`src/hw/rtl/msi_pkg.sv`:
```
package msi_pkg;

	// event kinds
	localparam logic [2:0] FUNC_EVAL         = 3'd0;
	localparam logic [2:0] FUNC_OVERRUN      = 3'd1;
	localparam logic [2:0] FUNC_ON_TIME      = 3'd2;
	localparam logic [2:0] FUNC_BEGIN_TRIAL  = 3'd3;
	localparam logic [2:0] FUNC_CLEAR_FAULT  = 3'd4;

	// stop reasons
	localparam logic [2:0] REASON_NONE        = 3'd0;
	localparam logic [2:0] REASON_BOOT        = 3'd1;
	localparam logic [2:0] REASON_PARAM_ERROR = 3'd2;
	localparam logic [2:0] REASON_LINE_LOST   = 3'd3;
	localparam logic [2:0] REASON_LEFT_STALL  = 3'd4;
	localparam logic [2:0] REASON_RIGHT_STALL = 3'd5;
	localparam logic [2:0] REASON_OVERRUN     = 3'd6;

	// fault codes
	localparam logic [2:0] FLT_CLEAR       = 3'd0;
	localparam logic [2:0] FLT_LOGIC       = 3'd1;
	localparam logic [2:0] FLT_NO_LINE     = 3'd2;
	localparam logic [2:0] FLT_LEFT_STALL  = 3'd3;
	localparam logic [2:0] FLT_RIGHT_STALL = 3'd4;
	localparam logic [2:0] FLT_OVERRUN     = 3'd5;

	// register indexes (byte address 4*index)
	localparam logic [2:0] REG_STALL_PWM   = 3'd0;
	localparam logic [2:0] REG_STALL_SPEED = 3'd1;
	localparam logic [2:0] REG_OVERRUN_LIM = 3'd2;
	localparam logic [2:0] REG_LINE_LIM    = 3'd3;
	localparam logic [2:0] REG_STALL_LIM   = 3'd4;

	localparam int ADDR_W = 5;
	localparam logic [15:0] CNT_MAX = 16'hFFFF;

	typedef struct packed {
		logic [2:0]         func;
		logic [31:0]        tick;
		logic               params_valid;
		logic               require_line;
		logic               line_valid;
		logic signed [15:0] left_pwm;
		logic signed [15:0] left_speed;
		logic signed [15:0] right_pwm;
		logic signed [15:0] right_speed;
		logic [15:0]        missed_ticks;
	} in_item_t;

	typedef struct packed {
		logic        stop_fired;
		logic        stop_pulse;
		logic [2:0]  stop_reason;
		logic [2:0]  fault_code;
		logic [31:0] stop_tick;
		logic [15:0] line_lost_count;
		logic [15:0] left_stall_count;
		logic [15:0] right_stall_count;
		logic [15:0] overrun_count;
	} out_item_t;

	typedef struct packed {
		logic [14:0] stall_pwm_threshold;
		logic [14:0] stall_speed_threshold;
		logic [15:0] overrun_limit;
		logic [15:0] line_lost_limit;
		logic [15:0] stall_limit;
	} cfg_t;

	typedef struct packed {
		logic [15:0] line_lost_ticks;
		logic [15:0] left_stall_ticks;
		logic [15:0] right_stall_ticks;
		logic [15:0] overrun_total;
		logic [2:0]  latched_reason;
		logic [2:0]  latched_fault;
		logic [31:0] latched_tick;
	} state_t;

	localparam cfg_t CFG_RESET = '{
		stall_pwm_threshold:   15'd0,
		stall_speed_threshold: 15'd0,
		overrun_limit:         16'd3,
		line_lost_limit:       16'd150,
		stall_limit:           16'd300
	};

	localparam state_t STATE_RESET = '{
		line_lost_ticks:   16'd0,
		left_stall_ticks:  16'd0,
		right_stall_ticks: 16'd0,
		overrun_total:     16'd0,
		latched_reason:    REASON_BOOT,
		latched_fault:     FLT_CLEAR,
		latched_tick:      32'd0
	};

	function automatic logic [15:0] sat_inc(input logic [15:0] v);
		return (v == CNT_MAX) ? v : v + 16'd1;
	endfunction

	// |v| with -32768 giving 32768
	function automatic logic [15:0] mag16(input logic [15:0] v);
		return v[15] ? (~v + 16'd1) : v;
	endfunction

endpackage

```
`src/hw/rtl/msi_eval.sv`:
```
module msi_eval (
	input  msi_pkg::in_item_t  item,
	input  msi_pkg::state_t    st,
	input  msi_pkg::cfg_t      cfg,
	output msi_pkg::state_t    st_next,
	output msi_pkg::out_item_t res
);

	logic        left_stall;
	logic        right_stall;
	logic [15:0] line_cnt;
	logic [16:0] over_sum;
	logic [15:0] over_cnt;
	logic        fired;
	logic        pulse;

	always_comb begin
		left_stall  = (msi_pkg::mag16(item.left_pwm) > {1'b0, cfg.stall_pwm_threshold})
			&& (msi_pkg::mag16(item.left_speed) < {1'b0, cfg.stall_speed_threshold});
		right_stall = (msi_pkg::mag16(item.right_pwm) > {1'b0, cfg.stall_pwm_threshold})
			&& (msi_pkg::mag16(item.right_speed) < {1'b0, cfg.stall_speed_threshold});
		line_cnt = item.line_valid ? 16'd0 : msi_pkg::sat_inc(st.line_lost_ticks);
		over_sum = {1'b0, st.overrun_total} + {1'b0, item.missed_ticks};
		over_cnt = over_sum[16] ? msi_pkg::CNT_MAX : over_sum[15:0];
	end

	always_comb begin
		st_next = st;
		fired   = 1'b0;
		pulse   = 1'b0;
		case (item.func)
			msi_pkg::FUNC_EVAL: begin
				if (!item.params_valid) begin
					st_next.latched_reason = msi_pkg::REASON_PARAM_ERROR;
					st_next.latched_fault  = msi_pkg::FLT_LOGIC;
					st_next.latched_tick   = item.tick;
					fired = 1'b1;
				end else if (item.require_line && line_cnt >= cfg.line_lost_limit) begin
					// line check fires first; stall counters untouched
					st_next.line_lost_ticks = line_cnt;
					st_next.latched_reason  = msi_pkg::REASON_LINE_LOST;
					st_next.latched_fault   = msi_pkg::FLT_NO_LINE;
					st_next.latched_tick    = item.tick;
					fired = 1'b1;
				end else begin
					st_next.line_lost_ticks   = item.require_line ? line_cnt : 16'd0;
					st_next.left_stall_ticks  = left_stall ?
						msi_pkg::sat_inc(st.left_stall_ticks) : 16'd0;
					st_next.right_stall_ticks = right_stall ?
						msi_pkg::sat_inc(st.right_stall_ticks) : 16'd0;
					if (st_next.left_stall_ticks >= cfg.stall_limit) begin
						st_next.latched_reason = msi_pkg::REASON_LEFT_STALL;
						st_next.latched_fault  = msi_pkg::FLT_LEFT_STALL;
						st_next.latched_tick   = item.tick;
						fired = 1'b1;
					end else if (st_next.right_stall_ticks >= cfg.stall_limit) begin
						st_next.latched_reason = msi_pkg::REASON_RIGHT_STALL;
						st_next.latched_fault  = msi_pkg::FLT_RIGHT_STALL;
						st_next.latched_tick   = item.tick;
						fired = 1'b1;
					end
				end
			end
			msi_pkg::FUNC_OVERRUN: begin
				if (item.params_valid && item.missed_ticks != 16'd0) begin
					st_next.overrun_total = over_cnt;
					if (over_cnt >= cfg.overrun_limit) begin
						st_next.latched_reason = msi_pkg::REASON_OVERRUN;
						st_next.latched_fault  = msi_pkg::FLT_OVERRUN;
						st_next.latched_tick   = item.tick;
						fired = 1'b1;
					end
				end
			end
			msi_pkg::FUNC_ON_TIME: begin
				st_next.overrun_total = 16'd0;
			end
			msi_pkg::FUNC_BEGIN_TRIAL, msi_pkg::FUNC_CLEAR_FAULT: begin
				st_next.line_lost_ticks   = 16'd0;
				st_next.left_stall_ticks  = 16'd0;
				st_next.right_stall_ticks = 16'd0;
				st_next.overrun_total     = 16'd0;
				st_next.latched_reason    = msi_pkg::REASON_NONE;
				st_next.latched_fault     = msi_pkg::FLT_CLEAR;
				st_next.latched_tick      = item.tick;
				pulse = (item.func == msi_pkg::FUNC_CLEAR_FAULT);
			end
			default: begin
			end
		endcase

		res.stop_fired        = fired;
		res.stop_pulse        = fired | pulse;
		res.stop_reason       = st_next.latched_reason;
		res.fault_code        = st_next.latched_fault;
		res.stop_tick         = st_next.latched_tick;
		res.line_lost_count   = st_next.line_lost_ticks;
		res.left_stall_count  = st_next.left_stall_ticks;
		res.right_stall_count = st_next.right_stall_ticks;
		res.overrun_count     = st_next.overrun_total;
	end

endmodule

```
`src/hw/rtl/motor_safety_interlock.sv`:
```
// Safety interlock for a two-motor line follower.
// in channel (in_valid/in_ready/in_item): one event per item, selected by func:
// evaluate a control sample, report missed ticks, on-time tick, begin trial,
// clear fault. out channel (out_valid/out_ready/out_item): exactly one result
// per event, showing the interlock state after that event; stop_pulse is the
// one-item pulse to stop the motors and reset the controller.
// APB port: five 32-bit registers at 0x00..0x10 (stall PWM threshold, stall
// speed threshold, overrun limit, line-lost limit, stall limit); write only
// while no event is in flight. pready is tied high.
// Timing: an accepted item sits in the input register; its result is
// registered, with out_valid raised, once the result register is free or read.
// Throughput: one item per cycle while out_ready stays high; state update and
// result come from one pass of compare/saturating-add logic between registers.
// Reset: counters cleared, reason = boot, fault = none, stop tick = 0,
// registers to their defaults, both channels empty.
// Receiver stall: the result register holds; the input register takes one
// more item if it is empty, then in_ready drops until out_ready returns.
module motor_safety_interlock (
	input  logic                                clk,
	input  logic                                arst_n,
	input  logic                                in_valid,
	output logic                                in_ready,
	input  msi_pkg::in_item_t                   in_item,
	output logic                                out_valid,
	input  logic                                out_ready,
	output msi_pkg::out_item_t                  out_item,
	input  logic                                psel,
	input  logic                                penable,
	input  logic                                pwrite,
	input  logic [msi_pkg::ADDR_W-1:0]          paddr,
	input  logic [31:0]                         pwdata,
	output logic [31:0]                         prdata,
	output logic                                pready
);

	msi_pkg::cfg_t      cfg_q;
	msi_pkg::state_t    st_q;
	msi_pkg::state_t    st_next;
	msi_pkg::in_item_t  item_s1;
	logic               valid_s1;
	msi_pkg::out_item_t res;
	logic               adv;
	logic               wr_en;
	logic [2:0]         reg_idx;

	assign pready  = 1'b1;
	assign reg_idx = paddr[msi_pkg::ADDR_W-1:2];
	assign wr_en   = psel & penable & pwrite & pready;

	always_ff @(posedge clk or negedge arst_n) begin
		if (!arst_n) begin
			cfg_q <= msi_pkg::CFG_RESET;
		end else if (wr_en) begin
			case (reg_idx)
				msi_pkg::REG_STALL_PWM:   cfg_q.stall_pwm_threshold   <= pwdata[14:0];
				msi_pkg::REG_STALL_SPEED: cfg_q.stall_speed_threshold <= pwdata[14:0];
				msi_pkg::REG_OVERRUN_LIM: cfg_q.overrun_limit         <= pwdata[15:0];
				msi_pkg::REG_LINE_LIM:    cfg_q.line_lost_limit       <= pwdata[15:0];
				msi_pkg::REG_STALL_LIM:   cfg_q.stall_limit           <= pwdata[15:0];
				default: begin
				end
			endcase
		end
	end

	always_comb begin
		case (reg_idx)
			msi_pkg::REG_STALL_PWM:   prdata = {17'd0, cfg_q.stall_pwm_threshold};
			msi_pkg::REG_STALL_SPEED: prdata = {17'd0, cfg_q.stall_speed_threshold};
			msi_pkg::REG_OVERRUN_LIM: prdata = {16'd0, cfg_q.overrun_limit};
			msi_pkg::REG_LINE_LIM:    prdata = {16'd0, cfg_q.line_lost_limit};
			msi_pkg::REG_STALL_LIM:   prdata = {16'd0, cfg_q.stall_limit};
			default:                  prdata = 32'd0;
		endcase
	end

	// item moves from the input register into the result register
	assign adv      = valid_s1 & (~out_valid | out_ready);
	assign in_ready = ~valid_s1 | adv;

	always_ff @(posedge clk or negedge arst_n) begin
		if (!arst_n) begin
			valid_s1  <= 1'b0;
			out_valid <= 1'b0;
			st_q      <= msi_pkg::STATE_RESET;
		end else begin
			if (in_ready)
				valid_s1 <= in_valid;
			if (adv) begin
				out_valid <= 1'b1;
				st_q      <= st_next;
			end else if (out_ready) begin
				out_valid <= 1'b0;
			end
		end
	end

	always_ff @(posedge clk) begin
		if (in_valid && in_ready)
			item_s1 <= in_item;
		if (adv)
			out_item <= res;
	end

	msi_eval u_eval (
		.item    (item_s1),
		.st      (st_q),
		.cfg     (cfg_q),
		.st_next (st_next),
		.res     (res)
	);

endmodule

```
`config.mk`:
```
export PLATFORM = sky130hd
export DESIGN_NAME = motor_safety_interlock
export DESIGN_NICKNAME = d
export VERILOG_FILES = /design/src/hw/rtl/msi_pkg.sv /design/src/hw/rtl/msi_eval.sv /design/src/hw/rtl/motor_safety_interlock.sv
export SDC_FILE = /design/constraint.sdc
export NUM_CORES = 1
export LEC_CHECK = 0
export CAP_MARGIN = 10
export CORE_ASPECT_RATIO = 1.1
export CORE_MARGIN = 2
export CORE_UTILIZATION = 39
export DETAILED_ROUTE_END_ITERATION = 8
export DONT_BUFFER_PORTS = 1
export PLACE_DENSITY = 0.57
export SLEW_MARGIN = 20
export SYNTH_ARGS = -nofsm -noshare
export SYNTH_HDL_FRONTEND = slang
export SYNTH_SLANG_ARGS = --single-unit
```
`constraint.sdc`:
```
create_clock -name clk -period 6.1 [get_ports clk]
set_input_delay 0.915 -clock clk [delete_from_list [all_inputs] [get_ports clk]]
set_output_delay 0.915 -clock clk [all_outputs]
set_load 0.01 [all_outputs]
```
==> out/qor.txt <==
final antenna diode count - 0
Ys Warns - 0
Fin Hold WS - 165 ps
crit path cell chain - or4_4 > or3_1 > or3_4 > o31ai_4 > xnor2_1 > ha_1 > nand4_1 > nor2_1 > o31ai_1 > o21ai_4 > a311oi_4 > nand2_2 > buf_2 > a21oi_1 > ha_1 > nand4_1 > a211oi_1 > a211o_1 > a211o_1 > buf_4 > or3b_4 > o21ba_2 > a31o_2 > o21ai_0
crit share post-route - 97.0%
final wirelength - 66,600 um
# Max-Cap Violations - 0
Seq/Total Area, Yosys - 50.0%
Std-Cell Rows - 92
DR iter-0 viols - 1,363
FF+latch count, synth - 404
Setup Viol. Count Final - 0
Max Freq - 0.169 GHz
clock power share - 35.0%
placed wire-length estimate - 47,300 um
P&R area growth vs syn - 13.6%
Synth Instances - 2,130
vias per cell - 5.70
net switching power - 2450 uW
WL/cell - 22.5 um
register clock-pin slew on the reported worst setup and hold paths - 60 ps
status - completed
Worst Path Required - 6540 ps
Synth top cells by count - edfxtp_1 (222), nand2_1 (201), o21ai_0 (182)
GRT overflow - 0
CP Depth - 24
Combinational Power Share - 20.6%
area share of the leading cell type in the synthesized netlist - 29.7%
IO Pins - 301
proportion of layout cells with a drive suffix above 1 - 14.3%
critical path peak fanout - 7
CTS Buf Count - 45
vias in the first global route - 16,400
Worst Path Buf+Inv - 2
TritonRoute pass-1 iters - 7
final net count - 2,478
normalized max-slew margin - 24.3%
Routability Congestion - 0.878
Core ar. - 57,100 sq um
Die W - 233 um
Clock Path Buffers - 3
CTS sink count - 404
Seq pwr share - 44.4%
WP data arrival - 6350 ps
initial antenna violation count - 2
first-pass GRT wire length - 100,000 um
Initial Utilization - 39.3%
Hold WC Path Type - input pin to asynchronous set/reset pin
post-layout util - 44.7%
worst reg2reg path depth - 24
Mapped Avg Cell Area - 10.5 sq um
crit path launch type - register
WS Path Type - register to register
drt drc - 0
PD cells - 315 nW/um^2
Critical Path End Type - register
Synth cell types - 77
I/O Buffers - 0
# H-tree levels - 2
largest net degree at the start of global routing - 119
Int Power - 5610 uW
antenna viol nets, final - 0
Slew @ Worst Pin - 1130 ps
Primary FF master, synth - edfxtp_1
EDFF count, synth - 222
Tot Pwr - 8050 uW
Worst path max stage delay - 540 ps
VDD IR max - 0.000216 V
area of the mapped netlist - 22,500 sq um
skew final - 18.0 ps
Root Buffer - clkbuf_16
largest cells by area after synthesis - edfxtp_1 (30%), dfrtp_1 (19%), ha_1 (8.1%)
Top delay family on crit path - compound AO/OA/AOI/OAI gates
detailed-route via count - 16,900
max-slew violation count - 0
Hold Fails Final Rpt - 0
area leader, netlist - edfxtp_1
post-place setup slack - -211 ps
most frequent cell after synthesis - edfxtp_1
Crit-path slowest cell - or4_4
Die Area - 59,500 sq um
Synth async-reset ratio - 45.0%
post-layout min period - 5920 ps
Die Ht - 256 um
Clk Latency, worst-skew pair - 600 ps
aggregate global-route resource usage - 22.1%
Sw Ratio - 30.4%
Worst Slack Setup Final - 185 ps
CTS tree - yes
leakage - 0.0103 uW
cell usage in the layout (no fill, tap or decap), drive strengths merged, types with 12 or more instances in the layout:
cell type / count
a22o: 38
o21a: 13
and3: 26
mux2i: 33
nand3: 69
o21ai: 184
a31oi: 37
ha: 145
dfrtp: 171
inv: 125
nor2: 131
nand4: 22
nor4: 22
o211ai: 12
edfxtp: 222
nand2b: 29
a211oi: 17
nand2: 203
o22ai: 21
a21o: 18
mux2: 97
o31ai: 29
clkbuf: 65
or3: 20
conb: 17
nor3: 25
xnor2: 73
and2: 15
buf: 78
a21oi: 99
metrics by stage:
step | setup TNS (ps) | cells | instance area [sq um]
global route | -14.4 | 2959 | 25500
CTS | -0.0564 | 2952 | 25300
finish | 0 | 2959 | 25500
global placement | -8710 | 2861 | 23600
detailed placement | -11260 | 2861 | 23600
floorplan | 0 | 2145 | 22500
sequential cells by signal (all words and copies together), names as in the netlist:
name,count
cfg_q,78
out_item,104
item_s1,118
st_q,102
valid_s1,1
out_valid,1
final timing paths:
| kind | start | to | slack (ps) |
|---|---|---|---|
| min in group clk | in_item[84] | item_s1[84]$_DFFE_PP_ | 400 |
| max in group asynchronous | arst_n | cfg_q[55]$_DFFE_PN0P_ | 5030 |
| setup reg to reg | item_s1[23]$_DFFE_PP_ | out_item[87]$_DFFE_PP_ | 180 |
| hold / removal | arst_n | cfg_q[5]$_DFFE_PN1P_ | 160 |
| hold reg to reg | st_q[35]$_DFFE_PN1P_ | st_q[35]$_DFFE_PN1P_ | 500 |
| setup / recovery | item_s1[23]$_DFFE_PP_ | out_item[87]$_DFFE_PP_ | 180 |
power groups by stage:
stage | logic [uW] | registers, uW | clock network (uW)
after detailed placement | 1560 | 3620 | 0
after CTS | 1620 | 3580 | 2890
after floorplan | 1130 | 3530 | 0
after global routing | 1850 | 3620 | 2990
after global placement | 1500 | 3620 | 0
final | 1660 | 3580 | 2820
per-layer routing:
| metal | part of all wire, % | up-vias | GRT usage [%] |
|---|---|---|---|
| met3 | 6.2 | 125 | 4.26 |
| met2 | 48 | 554 | 36.4 |
| li1 | - | 7915 | - |
| met5 | 0.020 | - | 0 |
| met4 | 4.0 | 2 | 8.70 |
| met1 | 42 | 8266 | 28.6 |
repair_timing:
action / in CTS / in global routing
pin swaps: 2 / 15
cloned: 1 / 2
hold buffers: 5 / 0
resized for setup: 10 / 33
hold endpoints to repair: 55 / 0
endpoints found under the setup margin: 66 / 69
setup buffers: 1 / 5
cell type report:
type,count,area (sq um)
Timing Repair Buffer,80,744
Sequential cell,404,11200
Fill cell,5347,31600
Clock inverter,20,196
Multi-Input combinational cell,1522,10600
Tap cell,752,941
Clock buffer,64,1350
Inverter,117,442
cell families after synthesis:
family	after synthesis	synth area share [%]
and+or+nand+nor	610	13.1
AOI/OAI and AO/OA	534	15.0
xor gates and xnor gates	83	3.24
buffers and inverters	220	4.06
adders and majority gates	146	8.17
other	2	0.0334
muxes	131	6.44
DFF	404	50.0
No activity file was read; power rests on OpenSTA's default activity.
